<file path="config.mk">
export PLATFORM = sky130hd
export DESIGN_NAME = integer_to_ascii_formatter
export DESIGN_NICKNAME = d
export VERILOG_FILES = /design/src/sv/ita_pkg.sv /design/src/sv/integer_to_ascii_formatter.sv /design/src/sv/ita_datapath.sv /design/src/sv/ita_ctrl.sv
export SDC_FILE = /design/constraint.sdc
export NUM_CORES = 1
export LEC_CHECK = 0
export BUFFER_PORTS_ARGS = -buffer_cell sky130_fd_sc_hd__buf_2
export CAP_MARGIN = 20
export CORE_MARGIN = 3
export CORE_UTILIZATION = 55
export DETAILED_ROUTE_END_ITERATION = 8
export PLACE_DENSITY = 0.77
export SYNTH_ARGS = -nofsm -noshare
export SYNTH_HDL_FRONTEND = slang
export SYNTH_HIERARCHICAL = 1
export SYNTH_SLANG_ARGS = --single-unit
</file>
<file path="constraint.sdc">
create_clock -name clk -period 2.1 [get_ports clk]
set_input_delay 0.105 -clock clk [delete_from_list [all_inputs] [get_ports clk]]
set_output_delay 0.105 -clock clk [all_outputs]
set_load 0.1 [all_outputs]
</file>
<file path="src/sv/ita_pkg.sv">
// ----------------------------------------------------------------------------
// ita_pkg
// Shared types and constants of the integer to ASCII formatter: request and
// result payloads, command codes, character constants, controller commands.
// ----------------------------------------------------------------------------
package ita_pkg;

	// Request payload
	typedef struct packed {
		logic [2:0]  cmd;
		logic [31:0] value;
		logic [3:0]  width;
	} in_item_t;

	// Result payload, one character per result
	typedef struct packed {
		logic [7:0] char_code;
		logic       last;
	} out_item_t;

	// Command codes
	localparam logic [2:0] CMD_CHAR      = 3'd0;
	localparam logic [2:0] CMD_OCT       = 3'd1;
	localparam logic [2:0] CMD_HEX       = 3'd2;
	localparam logic [2:0] CMD_SDEC_LIM  = 3'd3;
	localparam logic [2:0] CMD_SDEC_FULL = 3'd4;
	localparam logic [2:0] CMD_UDEC      = 3'd5;

	// Digit store depth in nibbles and the character cap of limited modes
	localparam int         DIGITS    = 11;
	localparam logic [3:0] WIDTH_CAP = 4'd11;

	// Characters
	localparam logic [7:0] CH_ZERO  = 8'h30;
	localparam logic [7:0] CH_A     = 8'h41;
	localparam logic [7:0] CH_MINUS = 8'h2D;

	// Source of an output character
	typedef enum logic [1:0] {
		SEL_CHAR,
		SEL_SIGN,
		SEL_DIGIT
	} out_sel_t;

	// Controller to datapath commands
	typedef struct packed {
		logic     load;      // capture request, form magnitude
		logic     step;      // one double-dabble step
		logic     split;     // fill digit store from magnitude bits
		logic     split_hex; // 1 hex digits, 0 octal digits
		logic     shift;     // drop top digit
		logic     out_load;  // load result register
		out_sel_t out_sel;
		logic     out_last;
	} dp_cmd_t;

	// Datapath to controller status
	typedef struct packed {
		logic neg;      // request is negative
		logic top_zero; // top digit of store is zero
		logic rem_one;  // one digit left in store
	} dp_stat_t;

endpackage

</file>
<file path="src/sv/integer_to_ascii_formatter.sv">
// ----------------------------------------------------------------------------
// integer_to_ascii_formatter
// Formats one request (command, value, width) into ASCII characters.
// ----------------------------------------------------------------------------
// Usage:
//   req_valid/req_ready take one request: cmd, value, width. The block
//   answers with res_valid/res_ready, one character per request result,
//   most significant first, res_data.last marking the final character.
//   Char mode returns the low byte; octal, hex and signed decimal print '-'
//   if negative, then the magnitude; limited modes keep only the first width
//   characters; width 0 in a limited mode or an unused command gives nothing.
// Timing:
//   Decimal modes run a double-dabble converter over every magnitude bit,
//   one bit a cycle; octal and hex split the magnitude into digits directly.
//   Leading zeros are then dropped one per cycle, and characters leave one
//   per cycle while the receiver takes them. One request is in work at a
//   time; req_ready is high only between requests, while the result register
//   holds the last char. A stalled receiver holds the sequencer; nothing is
//   dropped. Reset clears the sequencer and the result valid; no clearing pass.
// ----------------------------------------------------------------------------
module integer_to_ascii_formatter #(
	parameter int VALUE_BITS = 32
) (
	input  logic                clk,
	input  logic                arst_n,
	input  logic                req_valid,
	output logic                req_ready,
	input  ita_pkg::in_item_t   req_data,
	output logic                res_valid,
	input  logic                res_ready,
	output ita_pkg::out_item_t  res_data
);
	import ita_pkg::*;

	localparam int MW = (VALUE_BITS < 32) ? VALUE_BITS : 32;

	dp_cmd_t  dp_cmd;
	dp_stat_t dp_stat;

	// Sequencer
	ita_ctrl #(
		.MAG_BITS (MW)
	) u_ctrl (
		.clk       (clk),
		.arst_n    (arst_n),
		.req_valid (req_valid),
		.req_ready (req_ready),
		.req_cmd   (req_data.cmd),
		.req_width (req_data.width),
		.res_valid (res_valid),
		.res_ready (res_ready),
		.cmd       (dp_cmd),
		.stat      (dp_stat)
	);

	// Conversion datapath
	ita_datapath #(
		.VALUE_BITS (VALUE_BITS)
	) u_datapath (
		.clk      (clk),
		.arst_n   (arst_n),
		.req_data (req_data),
		.cmd      (dp_cmd),
		.stat     (dp_stat),
		.res_data (res_data)
	);

endmodule

</file>
<file path="src/sv/ita_datapath.sv">
// ----------------------------------------------------------------------------
// ita_datapath
// Magnitude register, double-dabble BCD converter, digit store shifted out
// most significant first, and the result register.
// ----------------------------------------------------------------------------
module ita_datapath #(
	parameter int VALUE_BITS = 32
) (
	input  logic                clk,
	input  logic                arst_n,
	input  ita_pkg::in_item_t   req_data,
	input  ita_pkg::dp_cmd_t    cmd,
	output ita_pkg::dp_stat_t   stat,
	output ita_pkg::out_item_t  res_data
);
	import ita_pkg::*;

	// Magnitude width; above 32 bits the sign bit is never set
	localparam int  MW        = (VALUE_BITS < 32) ? VALUE_BITS : 32;
	localparam bit  SIGNED_OK = (VALUE_BITS <= 32);
	localparam int  SW        = 4 * DIGITS;

	logic [MW-1:0] mag_q;
	logic          neg_q;
	logic [SW-1:0] dig_q;
	logic [3:0]    rem_q;
	out_item_t     res_q;

	logic [MW-1:0] v;
	logic          signed_mode;
	logic          neg_now;
	logic [SW-1:0] dig_adj;
	logic [SW-1:0] magx;
	logic [SW-1:0] dig_split;
	logic [3:0]    top;
	logic [7:0]    digit_char;
	logic [7:0]    out_char;

	// Request decode: sign and magnitude
	assign v           = req_data.value[MW-1:0];
	assign signed_mode = SIGNED_OK && (req_data.cmd == CMD_OCT || req_data.cmd == CMD_HEX ||
		req_data.cmd == CMD_SDEC_LIM || req_data.cmd == CMD_SDEC_FULL);
	assign neg_now     = signed_mode && v[MW-1];

	// Double-dabble add-3 correction, one per digit
	always_comb begin
		for (int i = 0; i < DIGITS; i++) begin
			if (dig_q[4*i +: 4] >= 4'd5) begin
				dig_adj[4*i +: 4] = dig_q[4*i +: 4] + 4'd3;
			end else begin
				dig_adj[4*i +: 4] = dig_q[4*i +: 4];
			end
		end
	end

	// Octal and hex digits come straight from the magnitude bits
	assign magx = SW'(mag_q);
	always_comb begin
		dig_split = '0;
		for (int i = 0; i < DIGITS; i++) begin
			if (cmd.split_hex) begin
				if (4*i + 4 <= SW) begin
					dig_split[4*i +: 4] = magx[4*i +: 4];
				end
			end else begin
				dig_split[4*i +: 4] = {1'b0, magx[3*i +: 3]};
			end
		end
	end

	// Character of the top digit
	assign top = dig_q[SW-1 -: 4];
	always_comb begin
		if (top < 4'd10) begin
			digit_char = CH_ZERO + {4'b0, top};
		end else begin
			digit_char = CH_A + {4'b0, top - 4'd10};
		end
	end

	always_comb begin
		unique case (cmd.out_sel)
			SEL_CHAR:  out_char = mag_q[7:0];
			SEL_SIGN:  out_char = CH_MINUS;
			SEL_DIGIT: out_char = digit_char;
			default:   out_char = digit_char;
		endcase
	end

	// Magnitude and digit store
	always_ff @(posedge clk or negedge arst_n) begin
		if (!arst_n) begin
			neg_q <= 1'b0;
			rem_q <= 4'd0;
		end else begin
			if (cmd.load) begin
				neg_q <= neg_now;
				rem_q <= 4'(DIGITS);
			end else if (cmd.shift) begin
				rem_q <= rem_q - 4'd1;
			end
		end
	end

	always_ff @(posedge clk) begin
		if (cmd.load) begin
			mag_q <= neg_now ? (~v + MW'(1)) : v;
			dig_q <= '0;
		end else if (cmd.step) begin
			dig_q <= {dig_adj[SW-2:0], mag_q[MW-1]};
			mag_q <= mag_q << 1;
		end else if (cmd.split) begin
			dig_q <= dig_split;
		end else if (cmd.shift) begin
			dig_q <= dig_q << 4;
		end
	end

	// Result register
	always_ff @(posedge clk) begin
		if (cmd.out_load) begin
			res_q.char_code <= out_char;
			res_q.last      <= cmd.out_last;
		end
	end

	assign res_data      = res_q;
	assign stat.neg      = neg_q;
	assign stat.top_zero = (top == 4'd0);
	assign stat.rem_one  = (rem_q == 4'd1);

endmodule

</file>
<file path="src/sv/ita_ctrl.sv">
// ----------------------------------------------------------------------------
// ita_ctrl
// Sequencer of the formatter: request decode, conversion step count,
// leading-zero skip, character count limit and result handshake.
// ----------------------------------------------------------------------------
module ita_ctrl #(
	parameter int MAG_BITS = 32
) (
	input  logic               clk,
	input  logic               arst_n,
	input  logic               req_valid,
	output logic               req_ready,
	input  logic [2:0]         req_cmd,
	input  logic [3:0]         req_width,
	output logic               res_valid,
	input  logic               res_ready,
	output ita_pkg::dp_cmd_t   cmd,
	input  ita_pkg::dp_stat_t  stat
);
	import ita_pkg::*;

	localparam int CW = $clog2(MAG_BITS + 1);

	typedef enum logic [2:0] {
		ST_IDLE,
		ST_CHAR,
		ST_SPLIT,
		ST_DABBLE,
		ST_SIGN,
		ST_SKIP,
		ST_EMIT
	} state_t;

	state_t      state_q;
	logic [CW-1:0] cnt_q;
	logic [3:0]  lim_q;
	logic        limited_q;
	logic        hex_q;
	logic        res_valid_q;

	logic        out_free;
	logic        lim_last;
	logic        digit_last;
	logic [3:0]  width_cap;

	assign out_free   = !res_valid_q || res_ready;
	assign lim_last   = limited_q && (lim_q == 4'd1);
	assign digit_last = stat.rem_one || lim_last;
	assign width_cap  = (req_width > WIDTH_CAP) ? WIDTH_CAP : req_width;
	assign req_ready  = (state_q == ST_IDLE);
	assign res_valid  = res_valid_q;

	// Datapath commands
	always_comb begin
		cmd           = '0;
		cmd.out_sel   = SEL_DIGIT;
		cmd.split_hex = hex_q;
		unique case (state_q)
			ST_IDLE:   cmd.load = req_valid;
			ST_CHAR: begin
				cmd.out_load = out_free;
				cmd.out_sel  = SEL_CHAR;
				cmd.out_last = 1'b1;
			end
			ST_SPLIT:  cmd.split = 1'b1;
			ST_DABBLE: cmd.step = 1'b1;
			ST_SIGN: begin
				cmd.out_load = out_free;
				cmd.out_sel  = SEL_SIGN;
				cmd.out_last = lim_last;
			end
			ST_SKIP:   cmd.shift = stat.top_zero && !stat.rem_one;
			ST_EMIT: begin
				cmd.out_load = out_free;
				cmd.shift    = out_free;
				cmd.out_last = digit_last;
			end
			default: ;
		endcase
	end

	// State, counters and result valid
	always_ff @(posedge clk or negedge arst_n) begin
		if (!arst_n) begin
			state_q     <= ST_IDLE;
			cnt_q       <= '0;
			lim_q       <= 4'd0;
			limited_q   <= 1'b0;
			hex_q       <= 1'b0;
			res_valid_q <= 1'b0;
		end else begin
			if (cmd.out_load) begin
				res_valid_q <= 1'b1;
			end else if (res_ready) begin
				res_valid_q <= 1'b0;
			end

			unique case (state_q)
				ST_IDLE: begin
					if (req_valid) begin
						lim_q     <= width_cap;
						limited_q <= (req_cmd != CMD_SDEC_FULL);
						hex_q     <= (req_cmd == CMD_HEX);
						cnt_q     <= CW'(MAG_BITS);
						priority case (req_cmd)
							CMD_CHAR: state_q <= ST_CHAR;
							CMD_OCT, CMD_HEX: begin
								if (req_width != 4'd0) state_q <= ST_SPLIT;
							end
							CMD_SDEC_LIM, CMD_UDEC: begin
								if (req_width != 4'd0) state_q <= ST_DABBLE;
							end
							CMD_SDEC_FULL: state_q <= ST_DABBLE;
							default: ;
						endcase
					end
				end
				ST_CHAR: begin
					if (out_free) state_q <= ST_IDLE;
				end
				ST_SPLIT: begin
					state_q <= stat.neg ? ST_SIGN : ST_SKIP;
				end
				ST_DABBLE: begin
					cnt_q <= cnt_q - CW'(1);
					if (cnt_q == CW'(1)) begin
						state_q <= stat.neg ? ST_SIGN : ST_SKIP;
					end
				end
				ST_SIGN: begin
					if (out_free) begin
						lim_q   <= lim_q - 4'd1;
						state_q <= lim_last ? ST_IDLE : ST_SKIP;
					end
				end
				ST_SKIP: begin
					if (!stat.top_zero || stat.rem_one) state_q <= ST_EMIT;
				end
				ST_EMIT: begin
					if (out_free) begin
						lim_q <= lim_q - 4'd1;
						if (digit_last) state_q <= ST_IDLE;
					end
				end
				default: state_q <= ST_IDLE;
			endcase
		end
	end

endmodule
</file>
==> reports/results.ini, run 1 <==
[synth]
synth_top_area_share_pct = 17.0
ys.flop_type = dfxtp_1
syn_inst = 868
ys_ff_latch = 106
syn_area_per_cell_um2 = 8.34
syn_area_mm2 = 0.00724
synthDistinctLibCells = 67
synth_simple_gate_area_share_pct = 19.5
yosysSeqAreaShare_pct = 36.4
synth_top_area_cell = edfxtp_1
synthMuxAreaShare_pct = 3.65
synth_area_leaders = edfxtp_1, dfxtp_1, a21oi_1
yosys_warnings = 6
syn-num-nets = 942
synth_top_family_by_area = compound AO/OA/AOI/OAI gates
synth_fa_ha_area_share_pct = 5.36
synth-async-reset-ratio_pct = 19.8
synth_edf_count = 41
synth-xor-area-share_pct = 5.69
synth_compound_area_share_pct = 23.7

[die]
ioPinCount = 54
core_area_mm2 = 0.0127
die_w_um = 121
fp-row-count = 41
die_h_um = 121
die_area_mm2 = 0.0146
start_util_pct = 56.9

[min_path]
min-delay-start = req_data[36]
hold_path_end = u_ctrl/hex_q$_DFFE_PN0P_
min_path_type = in -> reg
whs_path_depth = 2

[timing]
finalSetupTns_ns = -0.0868
fin_hold_ws_ns = 0.0436
fin_crit_sh_pct = 103
skew_ns = 0.00672
max_freq_mhz = 464
fin_ws_ns = -0.0530
rsz0062_at_grt = true
period_minus_slack_ns = 2.15
tightest_slew_ns = 0.520
setup_viol = 2
slew_violations = 0
slew_headroom_pct = 65.3
hold_viol = 0

[clocking]
insertion_delay_ns = 0.35
cts_buffers = 9
ctsRootBufferMaster = clkbuf_16
cts_tree = done
cts_sinks = 106
clock_path_buffers = 2
clkSlewWorstSetupHoldPaths_ns = 0.07
cts_htree_levels = 3

[setup_path]
worst_setup_path_start_kind = flip-flop
worst_path_max_delay_cell = dfrtp_1
reg2regPathDepth = 10
timing.rr.start = u_datapath/rem_q[0]$_DFFE_PN0P_
slowest_delay_ns = 0.41
crit_required_ns = 2.32
critPathArrivalTime_ns = 2.37
crit_path_end_kind = flip-flop
worstPathCellList = ha_4, nor3b_4, nor2b_4, nand4_1, o31ai_4, inv_2, nand2_4, buf_12, nor2_1, a2111oi_1
r2r_setup_slack_ns = -0.05
r2r_end = u_datapath/dig_q[23]$_SDFFE_PP0P_
path_class = reg -> reg
path_max_fanout = 7

[drt]
drc = 0
wirelength_um = 18600
wl_per_cell_um = 16.7
via_per_inst = 5.97
dr.pass1.iters = 5
drt_iter0_drc = 589
postRouteAntennaNets = 0
vias = 6685

[place]
dp_slack_ns = -0.348
port-buffer-count = 53
place_area_mm2 = 0.00804
place.gp.congestion = 0.870
place.detailed.hpwl_um = 12600
place.detailed.instances = 1093

[power]
leakage_nw = 3.42
ir_worst_vdd_uv = 955
total_power_mw = 15.1
power_density_mw_per_mm2 = 1720

[finish]
drive_gt1_share_pct = 22.3
final_area_mm2 = 0.00881
final_cells = 1119
n_antenna_cell = 0
area_delta_synth_final_pct = 21.6
final_common_cell = nor2_1
nNetsFinal = 1016
layout_common_cells = nor2_1, a21oi_1, buf_2
finish.utilization_pct = 69.2

[global_route]
grt_usage_pct = 24.4
grt_pass1_vias = 5974
grt_first_pass_wirelength_um = 29100
grt_antenna_before_repair = 0
grt_max_degree = 48
overflow = 0

[job]
maxCapViolations = 0

[outcome]
status = finished with violations
violations = setup timing

==> worst max-delay path by stage <==
stage	cells after the start	startpoint	slack (ns)	endpoint
floorplan	5	u_ctrl/state_q[1]$_DFFE_PN0P_	-0.48	u_datapath/mag_q[0]$_SDFFCE_PN0P_
detailed placement	11	u_datapath/dig_q[40]$_SDFFE_PP0P_	-0.35	u_datapath/dig_q[14]$_SDFFE_PP0P_
finish	10	u_datapath/rem_q[0]$_DFFE_PN0P_	-0.05	u_datapath/dig_q[23]$_SDFFE_PP0P_
CTS	11	u_datapath/dig_q[40]$_SDFFE_PP0P_	0.0003	u_datapath/dig_q[19]$_SDFFE_PP0P_
global placement	11	u_datapath/dig_q[40]$_SDFFE_PP0P_	-0.17	u_datapath/dig_q[26]$_SDFFE_PP0P_
global route	11	u_datapath/dig_q[41]$_SDFFE_PP0P_	-0.18	u_datapath/dig_q[23]$_SDFFE_PP0P_
==> state kept, by name, indices dropped and copies added, names as in the netlist, 3 cells and up <==
register and cells:
u_ctrl/cnt_q 6, u_ctrl/lim_q 4, u_ctrl/state_q 3, u_datapath/dig_q 44, u_datapath/mag_q 32, u_datapath/rem_q 4
u_datapath/res_data 9
==> per-layer routing <==
metal | part of all wire (%) | global-route usage [%] | vias up
met5 | 0 | 0 | -
met4 | 1.5 | 5.03 | 0
met3 | 6.5 | 3.60 | 35
met2 | 47 | 38.4 | 253
met1 | 45 | 35.8 | 3097
li1 | - | - | 3300
==> synthesized netlist by cell type (3+ instances only) <==
cell       count
a2bb2oi_1      3
a22oi_1        9
dfxtp_1       44
buf_1          3
inv_1         46
buf_2          6
a21oi_1      109
nand3_1        9
nor4_1         6
and2_1         3
nor3b_1       12
o31ai_1        8
nand2b_1      22
or4_1          4
or3_1          4
nor2b_1        3
a2111oi_0     15
nor3_1        21
buf_4          3
nand2_1       42
a211oi_1      44
nor2_1       130
and3_1         6
clkbuf_1      41
nor3_2         3
dfrtp_1       21
ha_1          31
xnor2_1       36
o41ai_1        3
mux2i_1       23
o21ai_0       40
a311oi_1       8
a31oi_1       15
edfxtp_1      41
xor2_1        11
==> report_power, final <==
part           total [mW]  internal, mW  switching (mW)  leakage (nW)
combinational        9.15          3.87            5.28          2.29
clock                1.65         0.919           0.735         0.138
sequential           4.30          3.29            1.01         0.997
==> cells by family after synthesis <==
logic type,count (synthesis)
mux,26
xor+xnor,47
simple gates,283
fa+ha+maj,31
flops,106
buf+inv,102
compound gates,273
==> repair_timing <==
action                     in CTS  in global routing
hold endpoints to repair       21                  0
setup endpoints to repair      37                 46
hold buffers                    1                  0
pin swaps                       1                 17
gates resized for setup         7                 93
cloned                          0                  3
buffers inserted                3                  5
==> critical path: cells and delay by family (launching register included) <==
family / cells / cell delay, ns
simple gates: 5 / 0.65
compound gates: 2 / 0.51
flops: 1 / 0.41
buf+inv: 2 / 0.28
fa+ha+maj: 1 / 0.17
==> final cells by class <==
| type | count | area [um^2] |
|---|---|---|
| clock inverter | 4 | 43.8 |
| timing repair buffer | 118 | 925 |
| fill | 1019 | 3920 |
| inverter | 47 | 179 |
| clock buffer | 12 | 236 |
| multi-input combinational | 660 | 4570 |
| tap | 172 | 215 |
| sequential | 106 | 2640 |
No activity file was read; power rests on OpenSTA's default activity.
==> run 2: changes to the inputs <==
--- a/config.mk
+++ b/config.mk
@@ -11,6 +11,7 @@
 export CORE_UTILIZATION = 55
 export DETAILED_ROUTE_END_ITERATION = 8
 export PLACE_DENSITY = 0.77
+export RECOVER_POWER = 100
 export SYNTH_ARGS = -nofsm -noshare
 export SYNTH_HDL_FRONTEND = slang
 export SYNTH_HIERARCHICAL = 1
==> run 2 against run 1 <==
The run still ends with setup timing left. Largest power group unchanged. Cell area is 0.16% lower. Flip-flop and latch count stayed put. Clock power hardly changed. Clock skew hardly changed. Non-clock buffer count stayed put.
==> reports/results.ini, run 2 (synthesis gave the netlist of run 1 again) <==
[outcome]
status = finished with violations
violations = setup timing

[finish]
final_area_mm2 = 0.00879
n_antenna_cell = 0
finish.utilization_pct = 69.1
top_register = u_datapath/dig_q
nNetsFinal = 1016
area_delta_synth_final_pct = 21.4
largest_register_ffs = 44
final_common_cell = nor2_1
drive_gt1_share_pct = 21.1
nFillCells = 1027
layout_common_cells = nor2_1, a21oi_1, buf_4

[drt]
wirelength_um = 18600
met1_length_um = 8430
dr_wl_met3_um = 1130
drt_iter0_drc = 584
dr.pass1.iters = 5
drc = 0
via_per_inst = 5.97
highest_layer = met4
wl_per_cell_um = 16.6
wl_met2_um = 8790
postRouteAntennaNets = 0
vias = 6678

[power]
leakage_nw = 3.39
ir_worst_vdd_uv = 923
total_power_mw = 15.1
power_density_mw_per_mm2 = 1710

[setup_path]
path_max_fanout = 7
worst_setup_path_start_kind = flip-flop
crit_path_end_kind = flip-flop
path_class = reg -> reg
reg2regPathDepth = 10
critPathArrivalTime_ns = 2.38
crit_required_ns = 2.32

[die]
core_area_mm2 = 0.0127
ioPinCount = 54
fp-row-count = 41
die_area_mm2 = 0.0146
die_h_um = 121
start_util_pct = 56.9
die_w_um = 121

[place]
place_area_mm2 = 0.00804
place.gp.congestion = 0.870
place.detailed.hpwl_um = 12600
port-buffer-count = 53
dp_slack_ns = -0.348

[timing]
period_minus_slack_ns = 2.16
skew_ns = 0.00640
tightest_slew_ns = 1.25
hold_viol = 0
fin_crit_sh_pct = 103
slew_headroom_pct = 16.9
fin_ws_ns = -0.0581
max_freq_mhz = 463
slew_violations = 0
rsz0062_at_grt = true
setup_viol = 1
fin_hold_ws_ns = 0.0443

[min_path]
whs_path_depth = 2
min_path_type = in -> reg

[job]
maxCapViolations = 0

[global_route]
grt_pass1_vias = 5974
grt_max_degree = 48
grt_first_pass_wirelength_um = 29100
grt_antenna_before_repair = 0
overflow = 0
grt_usage_pct = 24.4

[clocking]
insertion_delay_ns = 0.35
cts_htree_levels = 3
ctsRootBufferMaster = clkbuf_16
cts_sinks = 106
clkSlewWorstSetupHoldPaths_ns = 0.07
cts_tree = done
cts_buffers = 9
clock_path_buffers = 2

-- run 2: power breakdown --
group	leakage, nW	internal (mW)	switching (mW)
Clock	0.138	0.919	0.735
Combinational	2.26	3.84	5.28
Sequential	0.997	3.29	1.00
Total	3.39	8.05	7.02
-- run 2: path summary, 6_finish.rpt --
check | slack [ns] | to | start
setup / recovery | -0.06 | u_datapath/dig_q[23]$_SDFFE_PP0P_ | u_datapath/rem_q[0]$_DFFE_PN0P_
hold / removal | 0.04 | u_ctrl/hex_q$_DFFE_PN0P_ | req_data[36]
setup reg to reg | -0.06 | u_datapath/dig_q[23]$_SDFFE_PP0P_ | u_datapath/rem_q[0]$_DFFE_PN0P_
hold reg to reg | 0.48 | u_ctrl/cnt_q[5]$_DFFE_PN0P_ | u_ctrl/cnt_q[5]$_DFFE_PN0P_
max in group asynchronous | 0.73 | u_ctrl/res_valid$_DFFE_PN0P_ | arst_n
min in group asynchronous | 0.55 | u_ctrl/cnt_q[0]$_DFFE_PN0P_ | arst_n
-- run 2: cell type report --
cell class | count | area (um^2) | area share [%]
Multi-Input combinational cell | 660 | 4570 | 51.9
Clock buffer | 12 | 236 | 2.69
Clock inverter | 4 | 43.8 | 0.498
Tap cell | 172 | 215 | 2.45
Timing Repair Buffer | 118 | 911 | 10.4
Inverter | 47 | 179 | 2.04
Sequential cell | 106 | 2640 | 30.0
-- run 2: layer usage --
layer  vias up  global-route usage [%]
li1       3302                       -
met1      3112                    35.8
met4         0                    5.03
met2       236                    38.4
met3        28                    3.60
met5         -                       0
-- run 2: metrics by stage --
| step | instances | setup TNS (ns) |
|---|---|---|
| 2_1_floorplan | 868 | -35.56 |
| 3_3_place_gp | 1093 | -3.75 |
| 3_5_place_dp | 1093 | -6.21 |
| 4_1_cts | 1113 | 0 |
| 5_1_grt | 1119 | -2.25 |
| 6_report | 1119 | -0.0581 |
-- run 2: repair_timing --
action                                 4_1_cts  5_1_grt
endpoints found under the hold margin       21        0
setup endpoints to repair                   37       46
pin swaps                                    1       17
hold buffers                                 1        0
resized for setup                            7       93
cloned                                       0        3
setup buffers                                3        5
-- run 2: worst max-delay path: stages, from the launching register on --
cell       delay (ns)
dfrtp_1          0.41
ha_4             0.17
nor3b_4          0.15
nor2b_4          0.12
nand4_1          0.16
o31ai_4          0.16
inv_2            0.12
nand2_4          0.15
buf_12           0.16
nor2_1           0.06
a2111oi_1        0.35
